## src/sv/rppd_pkg.sv

```systemverilog
// -----------------------------------------------------------------------------
// rppd_pkg
// Constants, codes and shared types of the raw packet pixel decoder.
// -----------------------------------------------------------------------------
package rppd_pkg;

   localparam int BLOCK_BYTES       = 16384;
   localparam int ADDR_W            = $clog2(BLOCK_BYTES);
   localparam int PIXELS_PER_PACKET = 14;
   localparam int PIX_IDX_W         = $clog2(PIXELS_PER_PACKET);
   localparam int BIT_POS_W         = 17;
   localparam int SPLIT_W           = 15;
   localparam int PIXEL_W           = 16;
   localparam int PRED_W            = 18;
   localparam int SHIFT_W           = 3;

   // Opcodes of an input item.
   localparam logic [1:0] OP_START  = 2'd0;
   localparam logic [1:0] OP_LOAD   = 2'd1;
   localparam logic [1:0] OP_DECODE = 2'd2;

   // Configuration register indexes.
   localparam int CSR_IDX_W = 1;
   localparam logic [CSR_IDX_W-1:0] CSR_SPLIT    = 1'd0;
   localparam logic [CSR_IDX_W-1:0] CSR_ZERO_BAD = 1'd1;

   localparam logic [ADDR_W-1:0] ADDR_XOR   = 14'h3ff0;
   localparam logic [7:0]        DELTA_BIAS = 8'h80;
   localparam logic [SHIFT_W-1:0] SHIFT_FULL = 3'd4;
   localparam logic [PIX_IDX_W-1:0] LAST_ABS_PIX = 4'd11;
   localparam logic [PIX_IDX_W-1:0] LAST_PIX = PIX_IDX_W'(PIXELS_PER_PACKET - 1);

   typedef struct packed {
      logic start_block;
      logic load;
      logic decode;
   } cmd_type;

   typedef struct packed {
      logic              en;
      logic [ADDR_W-1:0] addr;
      logic [7:0]        data;
   } wr_req_type;

   typedef struct packed {
      logic              en;
      logic [ADDR_W-1:0] addr_lo;
      logic [ADDR_W-1:0] addr_hi;
   } rd_req_type;

   typedef struct packed {
      logic [PIXEL_W-1:0] pixel_value;
      logic               zero_flag;
      logic               last_in_packet;
   } pixel_type;

endpackage

```

## src/sv/rppd_unpack.sv

```systemverilog
// -----------------------------------------------------------------------------
// rppd_unpack
// Packet sequencer: backward bit reads from the block memory, the two-colour
// predictor and the output register for decoded pixels.
// -----------------------------------------------------------------------------
module rppd_unpack
   import rppd_pkg::*;
(
   input  logic       clock,
   input  logic       reset,
   input  cmd_type    cmd,
   input  logic       zero_bad_en,
   output rd_req_type rd_req,
   input  logic [7:0] rd_data_lo,
   input  logic [7:0] rd_data_hi,
   output logic       busy,
   input  logic       rsp_stall,
   output logic       rsp_valid,
   output pixel_type  rsp_item
);

   localparam logic [2:0] ST_IDLE   = 3'd0;
   localparam logic [2:0] ST_SH_RD  = 3'd1;
   localparam logic [2:0] ST_SH_DAT = 3'd2;
   localparam logic [2:0] ST_BY_RD  = 3'd3;
   localparam logic [2:0] ST_BY_DAT = 3'd4;
   localparam logic [2:0] ST_LO_RD  = 3'd5;
   localparam logic [2:0] ST_LO_DAT = 3'd6;
   localparam logic [2:0] ST_OUT    = 3'd7;

   logic [2:0]           state_ff, state_in;
   logic [BIT_POS_W-1:0] bp_ff, bp_in;
   logic [PIX_IDX_W-1:0] pix_ff, pix_in;
   logic [SHIFT_W-1:0]   sh_ff, sh_in;
   logic [PRED_W-1:0]    pred_ff [2];
   logic [PRED_W-1:0]    pred_in [2];
   logic [1:0]           nz_ff, nz_in;
   logic [7:0]           byte_ff, byte_in;
   logic                 hi_zero_ff, hi_zero_in;
   logic                 out_vld_ff, out_vld_in;
   pixel_type            out_ff, out_in;

   logic                 chan;
   logic [PRED_W-1:0]    pred_cur;
   logic [15:0]          word;
   logic [15:0]          bits;
   logic [BIT_POS_W-1:0] count;
   logic                 issue;
   logic [ADDR_W-1:0]    rd_addr;
   logic [PRED_W-1:0]    delta_tmp;
   logic [PRED_W-1:0]    delta_mask;
   logic [PRED_W-1:0]    delta_res;
   logic [PIX_IDX_W-1:0] pix_next;

   function automatic logic [2:0] pixel_first_state(input logic [PIX_IDX_W-1:0] pix);
      logic [2:0] st;
      st = ST_BY_RD;
      // Pixels two, five, eight and eleven refresh the shift first.
      if (pix inside {4'd2, 4'd5, 4'd8, 4'd11}) begin
         st = ST_SH_RD;
      end
      return st;
   endfunction

   assign chan     = pix_ff[0];
   assign pred_cur = pred_ff[chan];
   assign pix_next = pix_ff + PIX_IDX_W'(1);

   // The high byte of a read that runs past the last address counts as zero.
   assign word = {(hi_zero_ff ? 8'h00 : rd_data_hi), rd_data_lo};
   assign bits = word >> bp_ff[2:0];

   always_comb begin
      delta_tmp  = pred_cur - (PRED_W'(DELTA_BIAS) << sh_ff);
      delta_mask = (PRED_W'(1) << sh_ff) - PRED_W'(1);
      if (delta_tmp[PRED_W-1] || (sh_ff == SHIFT_FULL)) begin
         delta_tmp = delta_tmp & delta_mask;
      end
      delta_res = delta_tmp + (PRED_W'(bits[7:0]) << sh_ff);
   end

   always_comb begin
      case (state_ff)
         ST_SH_RD: begin
            issue = 1'b1;
            count = BIT_POS_W'(2);
         end
         ST_BY_RD: begin
            issue = 1'b1;
            count = BIT_POS_W'(8);
         end
         ST_LO_RD: begin
            issue = 1'b1;
            count = BIT_POS_W'(4);
         end
         default: begin
            issue = 1'b0;
            count = '0;
         end
      endcase
   end

   assign rd_addr        = bp_in[BIT_POS_W-1:3] ^ ADDR_XOR;
   assign rd_req.en      = issue;
   assign rd_req.addr_lo = rd_addr;
   assign rd_req.addr_hi = rd_addr + ADDR_W'(1);

   always_comb begin
      state_in   = state_ff;
      bp_in      = bp_ff;
      pix_in     = pix_ff;
      sh_in      = sh_ff;
      pred_in    = pred_ff;
      nz_in      = nz_ff;
      byte_in    = byte_ff;
      hi_zero_in = hi_zero_ff;
      out_in     = out_ff;
      out_vld_in = out_vld_ff;

      if (out_vld_ff && !rsp_stall) begin
         out_vld_in = 1'b0;
      end

      if (issue) begin
         bp_in      = bp_ff - count;
         hi_zero_in = (rd_addr == '1);
      end

      case (state_ff)
         ST_IDLE: begin
            if (cmd.start_block) begin
               bp_in = '0;
            end
            if (cmd.decode) begin
               pix_in   = '0;
               sh_in    = '0;
               nz_in    = '0;
               pred_in  = '{default: '0};
               state_in = pixel_first_state('0);
            end
         end
         ST_SH_RD: state_in = ST_SH_DAT;
         ST_SH_DAT: begin
            case (bits[1:0])
               2'd0:    sh_in = 3'd0;
               2'd1:    sh_in = 3'd1;
               2'd2:    sh_in = 3'd2;
               default: sh_in = SHIFT_FULL;
            endcase
            state_in = ST_BY_RD;
         end
         ST_BY_RD: state_in = ST_BY_DAT;
         ST_BY_DAT: begin
            state_in = ST_OUT;
            if (nz_ff[chan]) begin
               if (bits[7:0] != 8'h00) begin
                  pred_in[chan] = delta_res;
               end
            end else begin
               nz_in[chan] = (bits[7:0] != 8'h00);
               byte_in     = bits[7:0];
               if ((bits[7:0] != 8'h00) || (pix_ff > LAST_ABS_PIX)) begin
                  state_in = ST_LO_RD;
               end
            end
         end
         ST_LO_RD: state_in = ST_LO_DAT;
         ST_LO_DAT: begin
            pred_in[chan] = PRED_W'({byte_ff, bits[3:0]});
            state_in      = ST_OUT;
         end
         ST_OUT: begin
            if (!out_vld_ff || !rsp_stall) begin
               out_in.pixel_value    = pred_cur[PIXEL_W-1:0];
               out_in.zero_flag      = zero_bad_en && (pred_cur == '0);
               out_in.last_in_packet = (pix_ff == LAST_PIX);
               out_vld_in            = 1'b1;
               if (pix_ff == LAST_PIX) begin
                  state_in = ST_IDLE;
               end else begin
                  pix_in   = pix_next;
                  state_in = pixel_first_state(pix_next);
               end
            end
         end
         default: state_in = ST_IDLE;
      endcase
   end

   always_ff @(posedge clock) begin
      if (reset) begin
         state_ff   <= ST_IDLE;
         bp_ff      <= '0;
         out_vld_ff <= 1'b0;
      end else begin
         state_ff   <= state_in;
         bp_ff      <= bp_in;
         out_vld_ff <= out_vld_in;
      end
   end

   always_ff @(posedge clock) begin
      pix_ff     <= pix_in;
      sh_ff      <= sh_in;
      pred_ff    <= pred_in;
      nz_ff      <= nz_in;
      byte_ff    <= byte_in;
      hi_zero_ff <= hi_zero_in;
      out_ff     <= out_in;
   end

   assign busy      = (state_ff != ST_IDLE);
   assign rsp_valid = out_vld_ff;
   assign rsp_item  = out_ff;

endmodule

```

## config.mk

```make
export PLATFORM = sky130hd
export DESIGN_NAME = rppd_unpack
export DESIGN_NICKNAME = d
export VERILOG_FILES = /design/src/sv/rppd_pkg.sv /design/src/sv/rppd_unpack.sv
export SDC_FILE = /design/constraint.sdc
export NUM_CORES = 1
export LEC_CHECK = 0
export ABC_AREA = 1
export BUFFER_PORTS_ARGS = -buffer_cell sky130_fd_sc_hd__buf_2
export CORE_UTILIZATION = 50
export DETAILED_ROUTE_END_ITERATION = 10
export GPL_ROUTABILITY_DRIVEN = 0
export PLACE_DENSITY = 0.7
export SYNTH_ARGS = -nofsm -noshare
export SYNTH_HDL_FRONTEND = slang
export SYNTH_SLANG_ARGS = --single-unit
```

## constraint.sdc

```tcl
create_clock -name clock -period 6.4 [get_ports clock]
set_input_delay 0.96 -clock clock [delete_from_list [all_inputs] [get_ports clock]]
set_output_delay 0.96 -clock clock [all_outputs]
set_load 0.1 [all_outputs]
```

==> results.cfg <==
[clocking]
clk_pin_slew_ps = 70
cts_buffer_depth = 2
cts_buffers = 9
post_cts_resize_count = 0
htree_num_levels = 3
root_buffer = clkbuf_16
cts_tree = yes
cts_hold_buf = 0
clock_latency_ps = 350
cts_setup_buffers = 0
clock-sinks = 92

[floorplan]
row_count = 42
die_area_um2 = 14100
coreArea_um2 = 13300
start_util = 0.514
io_pins = 72
die_y_um = 119
fp.dieW_um = 119

[run]
max_cap_violations = 0

[global_route]
grt_pass1_vias = 5554
antenna_found_initial = 0
grt_first_pass_wirelength_um = 27700
gr-total-overflow = 0
grt_max_degree = 31
grt_usage = 0.253

[min_path]
worstHoldEndpoint = bp_ff[16]
hp-class = register to register
hold_start = bp_ff[16]
min_path_cells = 2

[worst_setup_path]
critPathCaptureType = register
ff2ff_path_depth = 25
regToRegEndpoint = pred_ff[34]
path_max_fanout = 30
crit_type = register to register
arrival_ps = 5320
worstSetupStartpointType = register
critPathRequiredTime_ps = 6510
r2r_start = pix_ff[0]
startpoint = pix_ff[0]
reg2reg_setup_slack_ps = 1190

[yosys]
synth_top_cell_area_share = 0.317
async_reset_ff_frac = 0
synthCells = 913
ys_types = 53
ys_seq_area_frac = 0.375
yosys.area.top_type = edfxtp_1
synth_nets = 972
synthTopCellsByCount = nand2_1, inv_1, nor2_1
synth-edff-count = 72
netlist_area_um2 = 6830
synth.avg_cell_area_um2 = 7.48
ys_ff_latch = 92
ys.flop_type = edfxtp_1
ys_warn_count = 0
synthTopCellsByArea = edfxtp_1, nand2_1, ha_1, inv_1, dfxtp_1
synth_most_common_cell = nand2_1

[final_layout]
antenna_cells = 0
layoutNonFillerInstCount = 1151
drive_gt1_frac = 0.139
fin_nets = 1029
area_growth_pct = 11.6

[placed_design]
port_buffers = 68
dpl.cell_count = 1135
dp_hpwl_um = 13300

[timing]
hold_ws_ps = 508
max_freq_mhz = 192
worst_pin_slew_ps = 1120
fin_crit_sh = 0.814
finClkSkew_ps = 11.2
setup_viol = 0
fin_tns_setup_ps = 0
hold_viol_final = 0
fin_crit_ps = 5210
maxSlewHeadroom = 0.251
rsz0062_at_grt = false
final_max_slew_viol_count = 0

[route]
routed_wl_um = 17300
drc = 0
wire_per_inst_um = 15.1
ant_nets = 0
vias = 6185
drt_iter0_drc = 571
vias_per_cell = 5.37
dr.pass1.iters = 6

[pwr]
powerDensity_nw_per_um2 = 380
design_power_total_mw = 2.90
ir_worst_vdd_uv = 262
p_leak_nw = 3.45

[run_status]
run_status = complete, no violations
stage by stage:
stage / setup WS (ps) / cell area, um^2 / utilization
after floorplan: 1070 / 6830 / -
after global placement: 1350 / 7290 / 0.548
after detailed placement: 1270 / 7290 / 0.548
after CTS: 1280 / 7620 / 0.573
after global routing: 723 / 7620 / 0.573
final: 1190 / 7620 / 0.573
worst max-delay path, stage by stage, from the launching register on:
cell	delay (ps)
edfxtp_1	970
buf_4	310
nand2_1	60
o21ai_0	210
ha_1	370
a21o_1	190
nor2_1	130
nand3_1	180
nor2_1	130
nand2_1	80
nand3_1	330
a21oi_1	150
ha_1	410
nand2_1	70
inv_1	110
nand3_1	70
o21ai_0	370
nand3_1	130
nand2_1	120
nand2_1	90
nand2_1	70
nand3_1	120
inv_1	80
nand2_1	60
nand3_1	70
nand2_1	60
per-layer routing:
layer / up-vias / global-route usage / part of all wire
li1: 3154 / - / -
met1: 2783 / 0.339 / 0.45
met2: 231 / 0.416 / 0.46
met3: 17 / 0.0460 / 0.076
met4: 0 / 0.0775 / 0.016
met5: - / 0 / 0
placed cells by master, fill, tap and decap left out, drive strengths merged, types with 5 or more instances in the layout:
cell	count
a21oi	42
buf	73
clkbuf	12
dfxtp	20
edfxtp	72
ha	34
inv	115
nand2	239
nand3	69
nand3b	5
nand4	6
nor2	113
nor3	10
o211ai	7
o21ai	65
o21bai	5
o22ai	9
or2	8
xnor2	12
xor2	15
power breakdown:
group          internal [mW]  leakage, nW  switching [mW]  total (mW)
Combinational          0.401         2.44            1.10        1.50
Sequential             0.735        0.857          0.0570       0.792
Clock                  0.382        0.157           0.224       0.606
Total                   1.52         3.45            1.38        2.90
registers in the layout, summed over array words and instances (netlist names):
| register | flops |
|---|---|
| state_ff | 3 |
| rsp_valid | 1 |
| pred_ff | 36 |
| sh_ff | 3 |
| rsp_item | 18 |
| byte_ff | 8 |
| bp_ff | 16 |
| nz_ff | 2 |
| hi_zero_ff | 1 |
| pix_ff | 4 |
layout make-up:
cell class                 instances  area [um^2]
clock buffer                      12          236
clock inverter                     4         97.6
sequential                        92         2560
fill                            1262         5680
inverter                         117          439
multi-input combinational        677         3690
timing repair buffer              73          378
tap                              176          220
logic make-up after synthesis:
logic type | synth area share
adder cells (fa/ha/maj) | 0.0681
flip-flops | 0.375
XOR/XNOR | 0.0346
AO/OA/AOI/OAI | 0.132
buffers and inverters | 0.0857
AND/OR/NAND/NOR | 0.300
multiplexers | 0.00440
worst max-delay path by stage:
stage / endpoint / slack (ps)
floorplan: rd_req[10] / 1070
global route: pred_ff[34] / 720
detailed placement: pred_ff[34] / 1270
CTS: pred_ff[34] / 1280
global placement: pred_ff[34] / 1350
finish: pred_ff[34] / 1190
No activity file was read; power rests on OpenSTA's default activity.
