<file path="src/sv/rppd_pkg.sv">
// -----------------------------------------------------------------------------
// rppd_pkg
// Constants, codes and shared types of the raw packet pixel decoder.
// -----------------------------------------------------------------------------
package rppd_pkg;

   localparam int BLOCK_BYTES       = 16384;
   localparam int ADDR_W            = $clog2(BLOCK_BYTES);
   localparam int PIXELS_PER_PACKET = 14;
   localparam int PIX_IDX_W         = $clog2(PIXELS_PER_PACKET);
   localparam int BIT_POS_W         = 17;
   localparam int SPLIT_W           = 15;
   localparam int PIXEL_W           = 16;
   localparam int PRED_W            = 18;
   localparam int SHIFT_W           = 3;

   // Opcodes of an input item.
   localparam logic [1:0] OP_START  = 2'd0;
   localparam logic [1:0] OP_LOAD   = 2'd1;
   localparam logic [1:0] OP_DECODE = 2'd2;

   // Configuration register indexes.
   localparam int CSR_IDX_W = 1;
   localparam logic [CSR_IDX_W-1:0] CSR_SPLIT    = 1'd0;
   localparam logic [CSR_IDX_W-1:0] CSR_ZERO_BAD = 1'd1;

   localparam logic [ADDR_W-1:0] ADDR_XOR   = 14'h3ff0;
   localparam logic [7:0]        DELTA_BIAS = 8'h80;
   localparam logic [SHIFT_W-1:0] SHIFT_FULL = 3'd4;
   localparam logic [PIX_IDX_W-1:0] LAST_ABS_PIX = 4'd11;
   localparam logic [PIX_IDX_W-1:0] LAST_PIX = PIX_IDX_W'(PIXELS_PER_PACKET - 1);

   typedef struct packed {
      logic start_block;
      logic load;
      logic decode;
   } cmd_type;

   typedef struct packed {
      logic              en;
      logic [ADDR_W-1:0] addr;
      logic [7:0]        data;
   } wr_req_type;

   typedef struct packed {
      logic              en;
      logic [ADDR_W-1:0] addr_lo;
      logic [ADDR_W-1:0] addr_hi;
   } rd_req_type;

   typedef struct packed {
      logic [PIXEL_W-1:0] pixel_value;
      logic               zero_flag;
      logic               last_in_packet;
   } pixel_type;

endpackage

</file>
<file path="src/sv/rppd_loader.sv">
// -----------------------------------------------------------------------------
// rppd_loader
// Write position and rotated write address of the block memory.
// -----------------------------------------------------------------------------
module rppd_loader
   import rppd_pkg::*;
(
   input  logic               clock,
   input  logic               reset,
   input  cmd_type            cmd,
   input  logic [7:0]         byte_value,
   input  logic [SPLIT_W-1:0] split_offset,
   output wr_req_type         wr_req
);

   logic [ADDR_W-1:0] wp_ff;
   logic [ADDR_W-1:0] wp_in;
   logic [ADDR_W-1:0] split_eff;

   // An offset of a whole block or more means no rotation.
   assign split_eff = split_offset[SPLIT_W-1] ? '0 : split_offset[ADDR_W-1:0];

   always_comb begin
      wp_in = wp_ff;
      if (cmd.start_block) begin
         wp_in = '0;
      end else if (cmd.load) begin
         wp_in = wp_ff + ADDR_W'(1);
      end
   end

   always_ff @(posedge clock) begin
      if (reset) begin
         wp_ff <= '0;
      end else begin
         wp_ff <= wp_in;
      end
   end

   assign wr_req.en   = cmd.load;
   assign wr_req.addr = wp_ff - split_eff;
   assign wr_req.data = byte_value;

endmodule

</file>
<file path="config.mk">
export PLATFORM = sky130hd
export DESIGN_NAME = rppd_loader
export DESIGN_NICKNAME = d
export VERILOG_FILES = /design/src/sv/rppd_pkg.sv /design/src/sv/rppd_loader.sv
export SDC_FILE = /design/constraint.sdc
export NUM_CORES = 1
export LEC_CHECK = 0
export BUFFER_PORTS_ARGS = -buffer_cell sky130_fd_sc_hd__buf_4
export CAP_MARGIN = 5
export CORE_MARGIN = 3
export CORE_UTILIZATION = 40
export CTS_BUF_LIST = sky130_fd_sc_hd__clkbuf_2 sky130_fd_sc_hd__clkbuf_4 sky130_fd_sc_hd__clkbuf_8
export DETAILED_ROUTE_END_ITERATION = 7
export PLACE_DENSITY_LB_ADDON = 0.05
export SYNTH_ARGS = -nofsm -noshare
export SYNTH_HDL_FRONTEND = slang
export SYNTH_SLANG_ARGS = --single-unit
</file>
<file path="constraint.sdc">
create_clock -name clock -period 8 [get_ports clock]
set_input_delay 2 -clock clock [delete_from_list [all_inputs] [get_ports clock]]
set_output_delay 2 -clock clock [all_outputs]
set_load 0.02 [all_outputs]
</file>
==> metrics.cfg, run 1 <==
[min_path]
hold_path_class=register to register

[placement]
placed_cells=237
place_congestion=0.7909
buffer_ports.inserted=33
hpwl_um=2610

[synth]
post_synth_inst_count=173
synth_cell_types=38
number_of_synthesized_flops_with_an_enable_pin=0
yosysSeqAreaShare=0.1984
synth_top_cell_area_share=0.1984
synth_seq_cells=14
synth_nets=219
synth_top_cells_by_area=dfxtp_1, ha_1, xnor2_1
ys.warnings.count=0
post_synthesis_async_set_or_reset_flop_share=0
post_synth_most_frequent_cells=ha_1, dfxtp_1, nand2b_1, nor2_1
synth_area_per_cell_um2=8.165
synthFlopType=dfxtp_1
post-synth-top-area-cell=dfxtp_1
syn-cell-area_um2=1413
synth.most_common_cell=ha_1

[worst_setup_path]
critPathMaxFanout=14
critPathKind=input pin to primary output
timing.critical_path.to_type=primary output
setup.worst_path.start_class=input pin
critical_path_required_ns=6.00
timing.critical_path.arrival_ns=4.08

[cts]
cts_made_buffers=3
post-cts-setup-buffer-count=0
clk_pin_slew_ns=0.09
htreeDepth=1
cts_hold_repair.buffers=0
tritoncts=yes
cts_buffer_depth=2
worstSkewPairLatency_ns=0.29
clock_tree.root_cell=clkbuf_4
cts_resized=0
total_number_of_clock_tree_sinks=14

[die]
rows=20
die_x_um=65.43
dieArea_um2=4280
top_level_ports=51
floorplan.initialDensity=0.4410
floorplan.core_area_um2=3203
dieHeight_um=65.43

[sta]
worstMarginPinSlew_ns=0.4828
timing.final.crit_period_ns=6.080
setup_repair_after_global_routing_missed_its_margin=no
final_cycle_share=0.7600
fin_setup_tns_ns=0
setup_viol=0
final.setup_skew_ns=0.007404
finalMaxSlewViolations=0
timing.max_slew.rel_slack=0.6758
fmax_mhz=164.5
timing.final.hold_violations=0

[drt]
via_per_inst=5.315
first_pass_iters=3
remaining_drc_errors=0
avgRoutedWirePerCell_um=13.00
route.final.wire_length_um=3132
drt-initial-drc-count=12
ant_nets=0
vias=1281

[global_routing]
grt_first_pass_wirelength_um=5423
antenna_found_initial=0
total_global_routing_track_utilization=0.1557
grt_pass1_vias=1247
grt_start_max_net_pins=15
grt_overflow_total=0

[flow_run]
max_cap_viol_count=0

[power]
powerDensity_nw_per_um2=111.9
power.static_leakage_nw=0.7323
ir_worst_vdd_uv=77.99

[final_layout]
num-nets-final=244
antennaDiodeCount=0
drive_gt1_frac=0.2335
layout_top_registers=wp_ff: 14 flops
area_delta_synth_final_pct=18.16
number_of_flip_flops_under_the_largest_register_name=14
finish.cell_count_without_fillers=241
max_flop_register=wp_ff

[run_status]
outcome=completed

kinds of logic (layout without fill, tap and decap cells):
family,after synthesis,after routing,synth area share
AO/OA/AOI/OAI,30,30,0.1364
XOR/XNOR,22,22,0.1364
adder cells (fa/ha/maj),18,18,0.1647
buffers and inverters,20,44,0.07706
flip-flops,14,14,0.1984
multiplexers,3,3,0.02126
AND/OR/NAND/NOR,66,66,0.2657
layer usage:
| layer | routed length (µm) | global-route usage | vias to the layer above | part of all wire |
|---|---|---|---|---|
| met3 | 199 | 0.04615 | 4 | 0.064 |
| met5 | 0 | 0 | - | 0 |
| li1 | - | - | 650 | - |
| met2 | 1544 | 0.2832 | 32 | 0.49 |
| met4 | 21 | 0.02073 | 0 | 0.0067 |
| met1 | 1366 | 0.1833 | 595 | 0.44 |
worst paths after layout:
check | startpoint | slack [ns] | to | cells after the start
max reg2reg | wp_ff[1] | 6.42 | wp_ff[12] | 5
min | wp_ff[11] | 0.53 | wp_ff[11] | 2
max | split_offset[14] | 1.92 | wr_req[18] | 11
min reg2reg | wp_ff[11] | 0.53 | wp_ff[11] | 2
placed cells by master (no fill, tap or decap), drive strengths merged:
master and count:
buf 33, ha 17, nand2b 15, nor2 14
dfxtp 14, xnor2 13, a21oi 13, nand2 10
xor2 9, inv 7, nand3 6, o21ai 5
nand4 5, nor3 4, clkbuf 4, mux2i 3
and4 3, a21o 2, a31oi 2, a31o 2
or3 2, and3 2, nor2b 1, nand3b 1
a2111oi 1, a221oi 1, nor4 1, o41a 1
o21bai 1, o211ai 1, nor4b 1, a211oi 1
or2 1, fa 1
area by class of cell:
class                           count  area (µm²)
Timing Repair Buffer               33       247.7
Clock buffer                        4       36.28
Fill cell                         345        1534
Multi-Input combinational cell    139        1023
Sequential cell                    14       280.3
Inverter                            7       26.28
Tap cell                           44       55.05
where the power goes:
part | leakage (nW) | total (mW) | internal (mW) | switching (mW)
clock network | 0.0210 | 0.0523 | 0.0277 | 0.0246
registers | 0.113 | 0.0704 | 0.0700 | 0.000446
logic | 0.598 | 0.0640 | 0.0304 | 0.0336
total | 0.732 | 0.187 | 0.128 | 0.0587
critical path, cell delays in order:
cell      delay [ns]
buf_4           0.15
nor2b_1         0.12
ha_1            0.16
inv_1           0.05
fa_1            0.40
a21oi_1         0.27
o211ai_1        0.18
a31o_2          0.29
a21oi_1         0.17
xnor2_1         0.13
buf_4           0.16
metrics by stage:
step | hold slack (ns) | cell area [µm²] | utilization | setup slack, ns | power [mW]
after floorplan | 0.4753 | 1413 | - | 2.157 | 0.1176
after global placement | 0.5043 | 1633 | 0.5098 | 1.925 | 0.1352
after detailed placement | 0.5119 | 1633 | 0.5098 | 1.908 | 0.1365
after CTS | 0.5267 | 1669 | 0.5211 | 1.900 | 0.1885
after global routing | 0.5768 | 1669 | 0.5211 | 1.754 | 0.1961
final | 0.5266 | 1669 | 0.5211 | 1.920 | 0.1868
No activity file was read; power rests on OpenSTA's default activity.
==> run 2: changes to the inputs <==
Clock period 8 ns to 6.15 ns, I/O delays scaled along.
==> metrics.cfg, run 2 (synthesized netlist as in run 1, its figures left out) <==
[worst_setup_path]
setup.worst_path.start_class=input pin
timing.critical_path.slowest_cell_delay_ns=0.40
critical_path_required_ns=4.61
critPathMaxFanout=14
reg2regPathDepth=5
critPathKind=input pin to primary output
timing.critical_path.arrival_ns=3.61
timing.critical_path.to_type=primary output
critical-path-slowest-cell=fa_1
critical_path.cell_chain=buf_4, nor2b_1, ha_1, inv_1, fa_1, a21oi_1, o211ai_1, a31o_2, a21oi_1, xnor2_1, buf_4

[die]
floorplan.initialDensity=0.4410
dieArea_um2=4280
dieHeight_um=65.43
top_level_ports=51
floorplan.core_area_um2=3203
rows=20
die_x_um=65.43

[sta]
fmax_mhz=194.3
setup_viol=0
setup_repair_after_global_routing_missed_its_margin=no
final_cycle_share=0.8370
worstMarginPinSlew_ns=0.4719
timing.final.crit_period_ns=5.147
final.setup_skew_ns=0.004288
timing.max_slew.rel_slack=0.6831
timing.final.hold_violations=0
finalMaxSlewViolations=0
fin_setup_tns_ns=0

[drt]
ant_nets=0
first_pass_iters=4
remaining_drc_errors=0
route.final.wire_length_um=3141
avgRoutedWirePerCell_um=13.03
drt-initial-drc-count=48
via_per_inst=5.166
vias=1245

[final_layout]
antennaDiodeCount=0
num-nets-final=244
area_delta_synth_final_pct=18.16
finish.cell_count_without_fillers=241
number_of_flip_flops_under_the_largest_register_name=14
most-common-layout-cells=buf_4, ha_1, nand2b_1, nor2_1, dfxtp_1
max_flop_register=wp_ff
layout_top_registers=wp_ff: 14 flops
fillers=329
mostFrequentLayoutCell=buf_4
drive_gt1_frac=0.2335
finish.utilization=0.5211

[global_routing]
use_met3=0.03932
total_global_routing_track_utilization=0.1510
antenna_found_initial=0
grt_pass1_vias=1227
grt_start_max_net_pins=15
grt_overflow_total=0
global_route.usage.met1=0.1760
gr-usage-met2=0.2845
top_usage_layer=met2
grt_first_pass_wirelength_um=5230

[placement]
hpwl_um=2636
place_congestion=0.7906
buffer_ports.inserted=33
placed_cells=237

[cts]
post-cts-setup-buffer-count=0
tritoncts=yes
cts_resized=0
cts_made_buffers=3
clock_tree.root_cell=clkbuf_4
clk_pin_slew_ns=0.09
cts_hold_repair.buffers=0
cts_buffer_depth=2
total_number_of_clock_tree_sinks=14
htreeDepth=1
worstSkewPairLatency_ns=0.28

[power]
power.static_leakage_nw=0.7323
powerDensity_nw_per_um2=144.5
ir_worst_vdd_uv=136.5
total_power_mw=0.2411

[min_path]
worstHoldPathCells=2
hold_path_class=register to register

[flow_run]
max_cap_viol_count=0

[run_status]
outcome=completed

[run 2: cell counts in the layout (fill, tap and decap cells not counted)]
No cell type changed its count.
[run 2: layer usage]
metal	part of all wire	wire, µm
met5	0	0
met2	0.50	1564
met3	0.063	199
met4	0.0013	4
met1	0.44	1373
[run 2: report_power, final]
part / internal [mW] / leakage, nW / switching (mW)
Sequential: 0.0910 / 0.113 / 0.000612
Clock: 0.0360 / 0.0210 / 0.0299
Combinational: 0.0395 / 0.598 / 0.0441
Total: 0.167 / 0.732 / 0.0746
[run 2: layout make-up]
class	instances	area (µm²)	area share
sequential	14	280.3	0.1679
clock buffer	4	36.28	0.02174
timing repair buffer	33	247.7	0.1484
tap	44	55.05	0.03298
inverter	7	26.28	0.01574
multi-input combinational	139	1023	0.6132
[run 2: worst paths after layout]
check                        start         end  slack, ns
hold reg to reg          wp_ff[11]   wp_ff[11]       0.53
hold / removal           wp_ff[11]   wp_ff[11]       0.53
setup / recovery  split_offset[14]  wr_req[18]       1.00
setup reg to reg          wp_ff[1]   wp_ff[12]       4.56
[run 2: per-stage QoR]
step	instance area [µm²]	setup WS (ns)	hold slack, ns
after global placement	1633	1.005	0.5041
after floorplan	1413	1.232	0.4753
after CTS	1669	0.9746	0.5291
after detailed placement	1633	0.9807	0.5163
after global routing	1669	0.8298	0.5770
final	1669	1.003	0.5312
[run 2: critical path, delay by kind of cell]
kind / cells / cell delay (ns)
AO/OA/AOI/OAI: 4 / 0.88
adder cells (fa/ha/maj): 2 / 0.56
buffers and inverters: 3 / 0.37
XOR/XNOR: 1 / 0.14
AND/OR/NAND/NOR: 1 / 0.12
==> run 3: changes to the inputs <==
Clock period 6.15 ns to 5.05 ns, I/O delays scaled along.
==> metrics.cfg, run 3 (synthesized netlist as in run 1, its figures left out) <==
[sta]
fin_setup_tns_ns=0
setup_viol=0
final_cycle_share=0.9026
setup_repair_after_global_routing_missed_its_margin=no
finalMaxSlewViolations=0
timing.max_slew.rel_slack=0.6957
timing.final.hold_violations=0
fin_worst_hold_slack_ns=0.5243
final.setup_skew_ns=0.001232
timing.final.crit_period_ns=4.558
fmax_mhz=219.4
worstMarginPinSlew_ns=0.4532

[global_routing]
grt_pass1_vias=1319
grt_start_max_net_pins=15
grt_overflow_total=0
total_global_routing_track_utilization=0.1610
antenna_found_initial=0
grt_first_pass_wirelength_um=5540

[placement]
hpwl_um=2602
place_congestion=0.7906
buffer_ports.inserted=33

[power]
pwr-share-comb=0.348
total_power_mw=0.2923
share_seq_of_total_power=0.382
internal_pwr_total_mw=0.2029
power.net_switching_mw=0.08937
power.static_leakage_nw=0.7323
power.share.clock=0.271
powerDensity_nw_per_um2=175.1
netSwitchingFraction=0.3057
ir_worst_vdd_uv=122.3

[worst_setup_path]
critical_path_required_ns=3.79
startpoint=split_offset[14]
path_depth=11
critical-path-slowest-cell=fa_1
r2r-end=wp_ff[12]
critPathKind=input pin to primary output
timing.critical_path.arrival_ns=3.30
worst-path-buf-inv=3
endpoint=wr_req[18]
timing.critical_path.slowest_cell_delay_ns=0.40
setup.worst_path.start_class=input pin
critPathMaxFanout=14
timing.critical_path.max_delay_family=compound AO/OA/AOI/OAI gates
critical_path.cell_chain=buf_4, nor2b_1, ha_1, inv_1, fa_1, a21oi_1, o211ai_1, a31o_2, a21oi_1, xnor2_1, buf_4
reg2regPathDepth=5
timing.critical_path.to_type=primary output
setup.reg_to_reg.worst_slack_ns=3.46
worstReg2RegStart=wp_ff[1]

[final_layout]
num-nets-final=244
drive_gt1_frac=0.2335
mostFrequentLayoutCell=buf_4
fillers=338
area_delta_synth_final_pct=18.16
layout_top_registers=wp_ff: 14 flops
number_of_flip_flops_under_the_largest_register_name=14
antennaDiodeCount=0
max_flop_register=wp_ff
most-common-layout-cells=buf_4, ha_1, nand2b_1, nor2_1, dfxtp_1

[drt]
avgRoutedWirePerCell_um=13.05
ant_nets=0
first_pass_iters=6
route.final.wire_length_um=3146
via_per_inst=5.282
vias=1273
remaining_drc_errors=0
drt-initial-drc-count=65

[cts]
worstSkewPairLatency_ns=0.28
cts_hold_repair.buffers=0
total_number_of_clock_tree_sinks=14
cts_made_buffers=3
cts_buffer_depth=2
tritoncts=yes
clock_tree.root_cell=clkbuf_4
htreeDepth=1
post-cts-setup-buffer-count=0
cts_resized=0
clk_pin_slew_ns=0.08

[flow_run]
max_cap_viol_count=0

[die]
die_x_um=65.43
top_level_ports=51
floorplan.initialDensity=0.4410
floorplan.core_area_um2=3203
dieArea_um2=4280
dieHeight_um=65.43
rows=20

[min_path]
hold_path_class=register to register

[run_status]
outcome=completed

run 3: cell counts in the layout (fill, tap and decap cells not counted):
Identical to the previous run, type by type.
run 3: worst min-delay path: stages (launching register included):
cell     delay, ns
dfxtp_1       0.34
o21ai_0       0.08
a21oi_1       0.06
run 3: worst min-delay path by stage:
stage                     startpoint         to  slack [ns]  depth (start not counted)
after floorplan            wp_ff[12]  wp_ff[12]        0.48                          2
after global placement     wp_ff[11]  wp_ff[11]        0.50                          2
after detailed placement   wp_ff[11]  wp_ff[11]        0.52                          2
after CTS                  wp_ff[11]  wp_ff[11]        0.53                          2
after global routing       wp_ff[11]  wp_ff[11]        0.57                          2
final                      wp_ff[11]  wp_ff[11]        0.52                          2
run 3: through the flow:
| step | cell area [µm²] | instances | utilization | setup WS [ns] |
|---|---|---|---|---|
| finish | 1669 | 241 | 0.5211 | 0.4919 |
| global placement | 1633 | 237 | 0.5098 | 0.4604 |
| CTS | 1669 | 241 | 0.5211 | 0.4644 |
| global route | 1669 | 241 | 0.5211 | 0.2608 |
| detailed placement | 1633 | 237 | 0.5098 | 0.4786 |
| floorplan | 1413 | 173 | - | 0.6818 |
run 3: final cells by class:
class                      count  area (µm²)  share of cell area
multi-input combinational    139        1023              0.6132
inverter                       7       26.28             0.01574
sequential                    14       280.3              0.1679
tap                           44       55.05             0.03298
clock buffer                   4       36.28             0.02174
timing repair buffer          33       247.7              0.1484
run 3: metal layers:
metal  share of wire  wire [µm]  track usage  vias to the layer above
li1                -          -            -                      645
met1            0.43       1349       0.1842                      577
met2            0.49       1540       0.2933                       47
met3           0.074        234      0.04786                        4
met4          0.0067         21      0.03368                        0
met5               0          0            0                        -
run 3: power groups by stage:
stage                     Combinational (mW)  Sequential (mW)  Clock (mW)
final                                  0.102            0.112      0.0791
after detailed placement               0.102            0.114           0
after CTS                              0.102            0.112      0.0838
after global routing                   0.112            0.112      0.0884
after global placement                 0.100            0.114           0
after floorplan                       0.0722            0.114           0
